File: config.mk
export PLATFORM = sky130hd
export DESIGN_NAME = i2c_eeprom_byte_access_master_unit
export DESIGN_NICKNAME = d
export VERILOG_FILES = /design/src/rtl/i2c_eeb_pkg.sv /design/src/rtl/i2c_eeb_seq.sv /design/src/rtl/i2c_eeprom_byte_access_master_unit.sv
export SDC_FILE = /design/constraint.sdc
export NUM_CORES = 1
export LEC_CHECK = 0
export BUFFER_PORTS_ARGS = -buffer_cell sky130_fd_sc_hd__buf_4
export CAP_MARGIN = 20
export CORE_MARGIN = 4
export CORE_UTILIZATION = 55
export DETAILED_ROUTE_END_ITERATION = 10
export GPL_ROUTABILITY_DRIVEN = 0
export HOLD_SLACK_MARGIN = 0.1
export PLACE_DENSITY_LB_ADDON = 0.08
export SLEW_MARGIN = 25
export SYNTH_ARGS = -nofsm -noshare
export SYNTH_HDL_FRONTEND = slang
export SYNTH_SLANG_ARGS = --single-unit
File: constraint.sdc
create_clock -name aclk -period 19.95 [get_ports aclk]
set_input_delay 3.99 -clock aclk [delete_from_list [all_inputs] [get_ports aclk]]
set_output_delay 3.99 -clock aclk [all_outputs]
set_load 0.03 [all_outputs]
File: src/rtl/i2c_eeb_pkg.sv
// ----------------------------------------------------------------------------
// i2c_eeb_pkg
// Types, codes and sequence tables shared by the EEPROM byte access master.
// ----------------------------------------------------------------------------
package i2c_eeb_pkg;

    localparam int PHASE_W = 8;
    localparam int WAIT_W  = 20;

    localparam int SCL_IDX = 0;
    localparam int SDA_IDX = 1;

    localparam logic CFG_PHASE = 1'b0;
    localparam logic CFG_WAIT  = 1'b1;

    localparam logic [1:0] ST_OK       = 2'd0;
    localparam logic [1:0] ST_BUS_BUSY = 2'd1;
    localparam logic [1:0] ST_BUS_ERR  = 2'd2;
    localparam logic [1:0] ST_NACK     = 2'd3;

    localparam logic [3:0] PC_FIRST     = 4'd1;
    localparam logic [3:0] PC_NACK_STOP = 4'd13;

    localparam logic [7:0] CTRL_BASE = 8'hA0;
    localparam logic [7:0] ADDR8_BIT = 8'h02;
    localparam logic [7:0] WR_MASK   = 8'hFE;
    localparam logic [7:0] RD_BIT    = 8'h01;

    localparam logic [3:0] BITS_PER_BYTE = 4'd8;

    typedef enum logic [3:0] {
        K_IDLE, K_START, K_RSTART, K_SEND_CW, K_SEND_AD, K_SEND_DA, K_SEND_CR,
        K_ACKDEV, K_ACK, K_RECV, K_NOACK, K_STOP, K_WAIT, K_DONE_OK, K_DONE_NACK
    } kind_t;

    typedef struct packed {
        logic       scl_low;
        logic       sda_low;
        logic       busy_res;
        logic       done_res;
        logic [1:0] status;
        logic [7:0] read_data;
    } res_t;

    // step program: op 0 byte write, op 1 random read
    function automatic kind_t kind_of(input logic op, input logic [3:0] pc);
        kind_t k;
        k = K_DONE_OK;
        case (pc)
            4'd0:  k = K_IDLE;
            4'd1:  k = K_START;
            4'd2:  k = K_SEND_CW;
            4'd3:  k = K_ACKDEV;
            4'd4:  k = K_SEND_AD;
            4'd5:  k = K_ACK;
            4'd6:  k = op ? K_RSTART  : K_SEND_DA;
            4'd7:  k = op ? K_SEND_CR : K_ACK;
            4'd8:  k = op ? K_ACK     : K_STOP;
            4'd9:  k = op ? K_RECV    : K_WAIT;
            4'd10: k = op ? K_NOACK   : K_DONE_OK;
            4'd11: k = op ? K_STOP    : K_DONE_OK;
            4'd12: k = K_DONE_OK;
            4'd13: k = K_STOP;
            4'd14: k = K_DONE_NACK;
            default: k = K_DONE_OK;
        endcase
        return k;
    endfunction

    function automatic logic is_send(input kind_t k);
        return (k == K_SEND_CW) || (k == K_SEND_AD) || (k == K_SEND_DA) ||
               (k == K_SEND_CR);
    endfunction

    // line drive on entry to a sub phase; bit 0 SCL low, bit 1 SDA low
    function automatic logic [1:0] apply_entry(input kind_t k, input logic [1:0] sub,
                                               input logic [1:0] drv, input logic msb);
        logic [1:0] d;
        d = drv;
        case (k)
            K_START, K_RSTART: begin
                case (sub)
                    2'd0:    d = 2'b00;
                    2'd1:    d[SDA_IDX] = 1'b1;
                    default: d[SCL_IDX] = 1'b1;
                endcase
            end
            K_SEND_CW, K_SEND_AD, K_SEND_DA, K_SEND_CR: begin
                case (sub)
                    2'd0:    d[SCL_IDX] = 1'b1;
                    2'd1:    d[SDA_IDX] = ~msb;
                    default: d[SCL_IDX] = 1'b0;
                endcase
            end
            K_ACKDEV, K_ACK, K_NOACK: begin
                case (sub)
                    2'd0, 2'd3: d[SCL_IDX] = 1'b1;
                    2'd1:       d[SDA_IDX] = 1'b0;
                    default:    d[SCL_IDX] = 1'b0;
                endcase
            end
            K_RECV: begin
                case (sub)
                    2'd0:    d = 2'b01;
                    default: d[SCL_IDX] = 1'b0;
                endcase
            end
            K_STOP: begin
                case (sub)
                    2'd0:    d = 2'b11;
                    2'd1:    d[SCL_IDX] = 1'b0;
                    default: d[SDA_IDX] = 1'b0;
                endcase
            end
            default: d = drv;
        endcase
        return d;
    endfunction

endpackage

File: src/rtl/i2c_eeb_seq.sv
// ----------------------------------------------------------------------------
// i2c_eeb_seq
// Bus sequencer: holds the access state and advances it by one tick per word.
// ----------------------------------------------------------------------------
module i2c_eeb_seq
    import i2c_eeb_pkg::*;
#(
    parameter int TIMER_BITS = 20
) (
    input  logic                 aclk,
    input  logic                 aresetn,
    input  logic                 step,
    input  logic                 start_req,
    input  logic                 req_type,
    input  logic [8:0]           mem_address,
    input  logic [7:0]           write_data,
    input  logic                 sda_level,
    input  logic [PHASE_W-1:0]   phase_ticks,
    input  logic [WAIT_W-1:0]    write_wait_ticks,
    output res_t                 res
);

    logic [3:0]            pc_reg, pc_next;
    logic [1:0]            sub_reg, sub_next;
    logic [3:0]            bit_reg, bit_next;
    logic [7:0]            shift_reg, shift_next;
    logic [TIMER_BITS-1:0] tick_reg, tick_next;
    logic [8:0]            addr_reg, addr_next;
    logic [7:0]            data_reg, data_next;
    logic                  op_reg, op_next;
    logic [7:0]            read_reg, read_next;
    logic [1:0]            status_reg, status_next;
    logic [1:0]            drive_reg, drive_next;

    logic [TIMER_BITS+WAIT_W-1:0]  wait_wide;
    logic [TIMER_BITS+PHASE_W-1:0] phase_wide;
    logic [TIMER_BITS-1:0]         wait_lim;
    logic [TIMER_BITS-1:0]         phase_lim;
    logic [PHASE_W-1:0]            phase_eff;

    always_comb begin
        phase_eff  = (phase_ticks == '0) ? PHASE_W'(1) : phase_ticks;
        wait_wide  = {{TIMER_BITS{1'b0}}, write_wait_ticks};
        phase_wide = {{TIMER_BITS{1'b0}}, phase_eff};
        wait_lim   = wait_wide[TIMER_BITS-1:0];
        phase_lim  = phase_wide[TIMER_BITS-1:0];
    end

    kind_t                 k_cur;
    kind_t                 k_ent;
    logic                  idle;
    logic                  do_enter;
    logic                  do_fin;
    logic                  fin_done;
    logic [3:0]            enter_pc;
    logic [1:0]            fin_status;
    logic [TIMER_BITS-1:0] tick_inc;
    logic [TIMER_BITS-1:0] lim;
    logic [7:0]            ctrl;
    logic                  busy;

    always_comb begin
        pc_next     = pc_reg;
        sub_next    = sub_reg;
        bit_next    = bit_reg;
        shift_next  = shift_reg;
        tick_next   = tick_reg;
        read_next   = read_reg;
        status_next = status_reg;
        drive_next  = drive_reg;
        do_enter    = 1'b0;
        do_fin      = 1'b0;
        enter_pc    = pc_reg + 4'd1;
        fin_status  = ST_OK;
        k_ent       = K_IDLE;
        idle        = (pc_reg == 4'd0);

        if (idle && start_req) begin
            op_next   = req_type;
            addr_next = mem_address;
            data_next = write_data;
        end else begin
            op_next   = op_reg;
            addr_next = addr_reg;
            data_next = data_reg;
        end
        ctrl = CTRL_BASE | ({7'd0, addr_next[8]} << 1 & ADDR8_BIT);

        k_cur    = kind_of(op_reg, pc_reg);
        lim      = (k_cur == K_WAIT) ? wait_lim : phase_lim;
        tick_inc = tick_reg + TIMER_BITS'(1);

        if (idle) begin
            if (start_req) begin
                do_enter = 1'b1;
                enter_pc = PC_FIRST;
            end
        end else begin
            tick_next = tick_inc;
            if (tick_inc >= lim) begin
                if (k_cur == K_START || k_cur == K_RSTART) begin
                    if (sub_reg == 2'd0 && !sda_level) begin
                        if (k_cur == K_START) begin
                            do_fin     = 1'b1;
                            fin_status = ST_BUS_BUSY;
                        end else begin
                            do_enter = 1'b1;
                        end
                    end else if (sub_reg == 2'd1 && sda_level) begin
                        if (k_cur == K_START) begin
                            do_fin     = 1'b1;
                            fin_status = ST_BUS_ERR;
                        end else begin
                            do_enter = 1'b1;
                        end
                    end else if (sub_reg < 2'd2) begin
                        sub_next   = sub_reg + 2'd1;
                        tick_next  = '0;
                        drive_next = apply_entry(k_cur, sub_next, drive_reg, shift_reg[7]);
                    end else begin
                        do_enter = 1'b1;
                    end
                end else if (is_send(k_cur)) begin
                    if (sub_reg < 2'd2) begin
                        sub_next   = sub_reg + 2'd1;
                        tick_next  = '0;
                        drive_next = apply_entry(k_cur, sub_next, drive_reg, shift_reg[7]);
                    end else begin
                        shift_next = {shift_reg[6:0], 1'b0};
                        bit_next   = bit_reg + 4'd1;
                        if (bit_next >= BITS_PER_BYTE) begin
                            drive_next[SCL_IDX] = 1'b1;
                            do_enter            = 1'b1;
                        end else begin
                            sub_next   = 2'd0;
                            tick_next  = '0;
                            drive_next = apply_entry(k_cur, 2'd0, drive_reg, shift_next[7]);
                        end
                    end
                end else if (k_cur == K_ACKDEV || k_cur == K_ACK) begin
                    if (sub_reg < 2'd2) begin
                        sub_next   = sub_reg + 2'd1;
                        tick_next  = '0;
                        drive_next = apply_entry(k_cur, sub_next, drive_reg, shift_reg[7]);
                    end else begin
                        drive_next[SCL_IDX] = 1'b1;
                        do_enter            = 1'b1;
                        if (k_cur == K_ACKDEV && sda_level) begin
                            enter_pc = PC_NACK_STOP;
                        end
                    end
                end else if (k_cur == K_RECV) begin
                    if (sub_reg == 2'd0) begin
                        sub_next   = 2'd1;
                        tick_next  = '0;
                        drive_next = apply_entry(k_cur, 2'd1, drive_reg, shift_reg[7]);
                    end else begin
                        shift_next = {shift_reg[6:0], sda_level};
                        bit_next   = bit_reg + 4'd1;
                        if (bit_next >= BITS_PER_BYTE) begin
                            drive_next[SCL_IDX] = 1'b1;
                            do_enter            = 1'b1;
                        end else begin
                            sub_next   = 2'd0;
                            tick_next  = '0;
                            drive_next = apply_entry(k_cur, 2'd0, drive_reg, shift_next[7]);
                        end
                    end
                end else if (k_cur == K_NOACK) begin
                    if (sub_reg < 2'd3) begin
                        sub_next   = sub_reg + 2'd1;
                        tick_next  = '0;
                        drive_next = apply_entry(k_cur, sub_next, drive_reg, shift_reg[7]);
                    end else begin
                        do_enter = 1'b1;
                    end
                end else if (k_cur == K_STOP) begin
                    if (sub_reg < 2'd2) begin
                        sub_next   = sub_reg + 2'd1;
                        tick_next  = '0;
                        drive_next = apply_entry(k_cur, sub_next, drive_reg, shift_reg[7]);
                    end else begin
                        do_enter = 1'b1;
                    end
                end else begin
                    do_enter = 1'b1;
                end
            end
        end

        if (do_enter) begin
            k_ent = kind_of(op_next, enter_pc);
            // zero write wait falls straight through to the next step
            if (k_ent == K_WAIT && wait_lim == '0) begin
                enter_pc = enter_pc + 4'd1;
                k_ent    = kind_of(op_next, enter_pc);
            end
            pc_next   = enter_pc;
            sub_next  = 2'd0;
            tick_next = '0;
            bit_next  = 4'd0;
            case (k_ent)
                K_SEND_CW: shift_next = ctrl & WR_MASK;
                K_SEND_CR: shift_next = (ctrl & WR_MASK) | RD_BIT;
                K_SEND_AD: shift_next = addr_next[7:0];
                K_SEND_DA: shift_next = data_next;
                K_RECV:    shift_next = 8'd0;
                default:   shift_next = shift_next;
            endcase
            case (k_ent)
                K_DONE_OK: begin
                    if (op_next) begin
                        read_next = shift_next;
                    end
                    do_fin     = 1'b1;
                    fin_status = ST_OK;
                end
                K_DONE_NACK: begin
                    do_fin     = 1'b1;
                    fin_status = ST_NACK;
                end
                K_IDLE: begin
                    do_fin     = 1'b1;
                    fin_status = ST_OK;
                end
                default: drive_next = apply_entry(k_ent, 2'd0, drive_next, shift_next[7]);
            endcase
        end

        fin_done = do_fin;
        if (do_fin) begin
            status_next = fin_status;
            pc_next     = 4'd0;
            sub_next    = 2'd0;
            tick_next   = '0;
            drive_next  = 2'b00;
        end

        busy = idle ? start_req : !fin_done;

        res.scl_low   = drive_reg[SCL_IDX];
        res.sda_low   = drive_reg[SDA_IDX];
        res.busy_res  = busy;
        res.done_res  = fin_done;
        res.status    = status_next;
        res.read_data = read_next;
    end

    always_ff @(posedge aclk) begin
        if (!aresetn) begin
            pc_reg     <= 4'd0;
            sub_reg    <= 2'd0;
            bit_reg    <= 4'd0;
            shift_reg  <= 8'd0;
            tick_reg   <= '0;
            addr_reg   <= 9'd0;
            data_reg   <= 8'd0;
            op_reg     <= 1'b0;
            read_reg   <= 8'd0;
            status_reg <= ST_OK;
            drive_reg  <= 2'b00;
        end else if (step) begin
            pc_reg     <= pc_next;
            sub_reg    <= sub_next;
            bit_reg    <= bit_next;
            shift_reg  <= shift_next;
            tick_reg   <= tick_next;
            addr_reg   <= addr_next;
            data_reg   <= data_next;
            op_reg     <= op_next;
            read_reg   <= read_next;
            status_reg <= status_next;
            drive_reg  <= drive_next;
        end
    end

    a_idle_released: assert property (@(posedge aclk) disable iff (!aresetn)
        (pc_reg == 4'd0) |-> (sub_reg == 2'd0 && drive_reg == 2'b00))
        else $error("idle sequencer drives the bus");

    a_done_goes_idle: assert property (@(posedge aclk) disable iff (!aresetn)
        (step && res.done_res) |=> (pc_reg == 4'd0 && drive_reg == 2'b00))
        else $error("finished access did not return to idle");

    a_bit_range: assert property (@(posedge aclk) disable iff (!aresetn)
        bit_reg < BITS_PER_BYTE)
        else $error("bit counter beyond one byte");

    a_hold_when_stalled: assert property (@(posedge aclk) disable iff (!aresetn)
        !step |=> ($stable(pc_reg) && $stable(tick_reg) && $stable(drive_reg)))
        else $error("sequencer moved without a tick");

endmodule

File: src/rtl/i2c_eeprom_byte_access_master_unit.sv
// ----------------------------------------------------------------------------
// i2c_eeprom_byte_access_master_unit
// Open-drain I2C master for byte write and random byte read of a 512-byte
// EEPROM. Each input word is one bus tick; each tick yields one output word.
//
//   channel  direction  contents
//   s_       in         tick: start request, type, address, data, SDA sample
//   m_       out        line drive, busy, done, status, last read byte
//   cfg_     in         phase_ticks (index 0), write_wait_ticks (index 1)
//
// One word per cycle while s_tready is high; a tick's result is registered on acceptance.
// The sequencer state and the output register both advance on s_ acceptance.
// s_tready is low only while an output word waits and m_tready is low.
// Synchronous active-low reset: bus released, status ok, read byte zero.
// ----------------------------------------------------------------------------
module i2c_eeprom_byte_access_master_unit
    import i2c_eeb_pkg::*;
#(
    parameter int TIMER_BITS = 20
) (
    input  logic                aclk,
    input  logic                aresetn,

    input  logic                s_tvalid,
    output logic                s_tready,
    input  logic [23:0]         s_tdata,   // start_req, mem_address[8:0], write_data[7:0],
                                           // sda_level, zero pad
    input  logic                s_tuser,   // req_type

    output logic                m_tvalid,
    input  logic                m_tready,
    output logic [15:0]         m_tdata,   // scl_low, sda_low, busy_res, done_res,
                                           // status[1:0], read_data[7:0], zero pad

    input  logic                cfg_wr_en,
    input  logic                cfg_index,
    input  logic [WAIT_W-1:0]   cfg_wdata
);

    logic [PHASE_W-1:0] phase_reg;
    logic [WAIT_W-1:0]  wait_reg;
    logic               m_valid_reg, m_valid_next;
    res_t               res;
    res_t               res_reg;
    logic               step;

    always_ff @(posedge aclk) begin
        if (!aresetn) begin
            phase_reg <= PHASE_W'(10);
            wait_reg  <= WAIT_W'(12000);
        end else if (cfg_wr_en) begin
            case (cfg_index)
                CFG_PHASE: phase_reg <= cfg_wdata[PHASE_W-1:0];
                CFG_WAIT:  wait_reg  <= cfg_wdata;
                default:   wait_reg  <= wait_reg;
            endcase
        end
    end

    assign s_tready = !m_valid_reg || m_tready;
    assign step     = s_tvalid && s_tready;

    i2c_eeb_seq #(
        .TIMER_BITS (TIMER_BITS)
    ) u_seq (
        .aclk             (aclk),
        .aresetn          (aresetn),
        .step             (step),
        .start_req        (s_tdata[0]),
        .req_type         (s_tuser),
        .mem_address      (s_tdata[9:1]),
        .write_data       (s_tdata[17:10]),
        .sda_level        (s_tdata[18]),
        .phase_ticks      (phase_reg),
        .write_wait_ticks (wait_reg),
        .res              (res)
    );

    always_comb begin
        if (step) begin
            m_valid_next = 1'b1;
        end else if (m_tready) begin
            m_valid_next = 1'b0;
        end else begin
            m_valid_next = m_valid_reg;
        end
    end

    always_ff @(posedge aclk) begin
        if (!aresetn) begin
            m_valid_reg <= 1'b0;
        end else begin
            m_valid_reg <= m_valid_next;
        end
    end

    always_ff @(posedge aclk) begin
        if (step) begin
            res_reg <= res;
        end
    end

    assign m_tvalid = m_valid_reg;
    assign m_tdata  = {2'b00, res_reg.read_data, res_reg.status, res_reg.done_res,
                       res_reg.busy_res, res_reg.sda_low, res_reg.scl_low};

    a_word_out: assert property (@(posedge aclk) disable iff (!aresetn)
        step |=> m_valid_reg)
        else $error("accepted tick produced no output word");

    a_no_overrun: assert property (@(posedge aclk) disable iff (!aresetn)
        (m_valid_reg && !m_tready) |-> !step)
        else $error("tick accepted over a pending output word");

    a_done_not_busy: assert property (@(posedge aclk) disable iff (!aresetn)
        m_valid_reg |-> !(res_reg.done_res && res_reg.busy_res))
        else $error("done and busy in the same word");

endmodule

==> out/qor.yml <==
slew_viol_final: 0
slew_headroom_pct: 37.87
fmax_mhz: 104.0
endpoint_kind: "flop"
cts_resized: 0
htreeDepth: 3
crit_path_top_delay_cell: "nor2_2"
dp_hpwl_mm: 14.55
drtIter0Drc: 794
clkLatencyLatePin_ns: 0.36
core_area_sq_mm: 0.01459
grt_max_degree: 102
path_max_fanout: 21
grt_pass1_vias: 6795
cts_buffer_depth: 2
drive_above_1_share_pct: 12.09
ir_drop_v: 0.00005619
dp_slack_ns: 10.35
viasPerCell: 6.174
synth-seq-cells: 111
crit_family: "simple AND/OR/NAND/NOR gates"
vias: 7674
layout_common_cells: "nand2_1 (175), dfxtp_1 (97), nor2_1 (69)"
port_buffers: 61
setup_violations: 0
ant_nets: 0
p_per_area_mw_per_mm2: 61.44
critPathRequiredTime_ns: 20.21
rsz0062_at_grt: "false"
tightest_slew_ns: 0.9319
cts_root_buffer: "clkbuf_16"
antenna_found_initial: 0
die_w_um: 130.3
nNetsFinal: 1140
final_common_cell: "nand2_1"
fin_ws_ns: 10.34
fin_worst_skew_ns: 0.008288
cts_setup_buffers: 0
synthFlopType: "dfxtp_1"
min_period_over_period_pct: 48.18
dieArea_sq_mm: 0.01697
period_minus_slack_ns: 9.613
clkTransAtPathRegs_ns: 0.08
n_antenna_cell: 0
finalWirelength_mm: 20.78
tns_ns: 0
grt_overflow: 0
die-height_um: 130.3
numCtsBuffers: 9
hold_viol: 0
postCtsHoldBufs: 0
status: "finished clean"
dr.pass1.iters: 5
synth_edf_count: 14
critPathBufInv: 2
async_reset_ff_share_pct: 0
ios: 69
ys_types: 95
p_leak_nw: 3.522
start_kind: "flop"
worstPathArrival_ns: 9.87
slowest_delay_ns: 0.72
synth_cells: 1051
cap_violations: 0
wl_per_cell_um: 16.71
grt_usage_pct: 24.37
yosysWarnings: 0
synthesis.area_sq_mm: 0.008224
cts.sinks: 111
start_util_pct: 56.37
area_growth_pct: 8.824
ys_seq_area_share_pct: 28.72
rows: 44
crit_type: "reg2reg"
drcViolationCount: 0
tritoncts: "done"
avgSynthCellArea_sq_um: 7.825
grt_pass1_wl_mm: 33.97
holdCritPathClass: "reg2reg"
==> synth_stat cells, drive strengths merged (5+ instances only) <==
cell type	instances	area share, %
nor2	74	3.6
a211o	7	0.75
or3	13	1.0
a31oi	14	1.3
dfxtp	97	24
xor2	11	1.2
and2	14	1.1
o21ai	60	3.7
or2	8	0.61
a21boi	53	4.8
xnor2	17	1.9
nor4	13	0.99
nor2b	24	1.8
mux2	11	1.6
a211oi	11	1.0
nand3b	11	1.0
edfxtp	14	5.1
ha	35	5.3
clkbuf	55	2.5
inv	17	0.78
nand3	36	2.3
a21oi	54	3.3
nand4	11	0.91
o211ai	8	0.96
mux2i	24	3.1
o31ai	9	0.82
o211a	13	1.6
nor3	22	1.3
buf	22	1.6
nand2b	11	0.84
or4	5	0.46
o22ai	5	0.38
a21o	7	0.64
and3	11	0.84
nor3b	11	1.0
nand2	175	8.0
==> through the flow <==
stage | utilization [%] | hold WS, ns | instances | power, W | cell area, sq um
2_1_floorplan | - | 0.4064 | 1052 | 0.0003361 | 8228
3_3_place_gp | 59.19 | 0.4530 | 1227 | 0.0003668 | 8635
3_5_place_dp | 59.19 | 0.4600 | 1227 | 0.0003674 | 8635
4_1_cts | 61.28 | 0.4716 | 1243 | 0.0005525 | 8940
5_1_grt | 61.35 | 0.4845 | 1243 | 0.0005746 | 8950
6_report | 61.35 | 0.4693 | 1243 | 0.0005498 | 8950
==> routing by layer <==
metal  vias to the layer above  global-route usage, %  routed length [um]  share of wire [%]
met1                      3578                  33.05                9389                 45
met4                         0                  7.335                 489                2.4
met3                        49                  3.397                 932                4.5
met5                         -                      0                   0                  0
li1                       3828                      -                   -                  -
met2                       219                  40.37                9964                 48
==> layout make-up <==
type	count	area [sq um]
Multi-Input combinational cell	846	5474
Inverter	18	67.56
Clock inverter	7	80.08
Sequential cell	111	2362
Tap cell	184	230.2
Fill cell	1345	5639
Clock buffer	9	225.2
Timing Repair Buffer	68	510.5
==> cells by family after synthesis <==
| logic type | count (synthesis) | synth area share (%) |
|---|---|---|
| fa+ha+maj | 35 | 5.325 |
| mux | 39 | 5.720 |
| simple gates | 449 | 27.08 |
| xor+xnor | 28 | 3.073 |
| other cells | 1 | 0.04560 |
| flops | 111 | 28.72 |
| compound gates | 293 | 25.10 |
| buf+inv | 95 | 4.929 |
==> worst min-delay path, stage by stage (launching register included) <==
cell and delay, ns:
dfxtp_1 0.32, nand2_1 0.05, a21boi_0 0.06
==> where the power goes <==
group	switching [W]	internal, W	total, W
Sequential	0.00000773	0.000235	0.000243
Combinational	0.0000758	0.0000458	0.000122
Clock	0.0000956	0.0000898	0.000185
Total	0.000179	0.000371	0.000550
==> final timing paths <==
kind                                         from           endpoint  slack [ns]  cells after the start
worst min-delay path            u_seq.data_reg[6]  u_seq.data_reg[6]        0.47                      2
worst max-delay path              u_seq.pc_reg[0]  u_seq.read_reg[4]       10.34                     27
worst min register to register  u_seq.data_reg[6]  u_seq.data_reg[6]        0.47                      2
worst max register to register    u_seq.pc_reg[0]  u_seq.read_reg[4]       10.34                     27
Note: power is estimated with default switching activity, not from simulation.
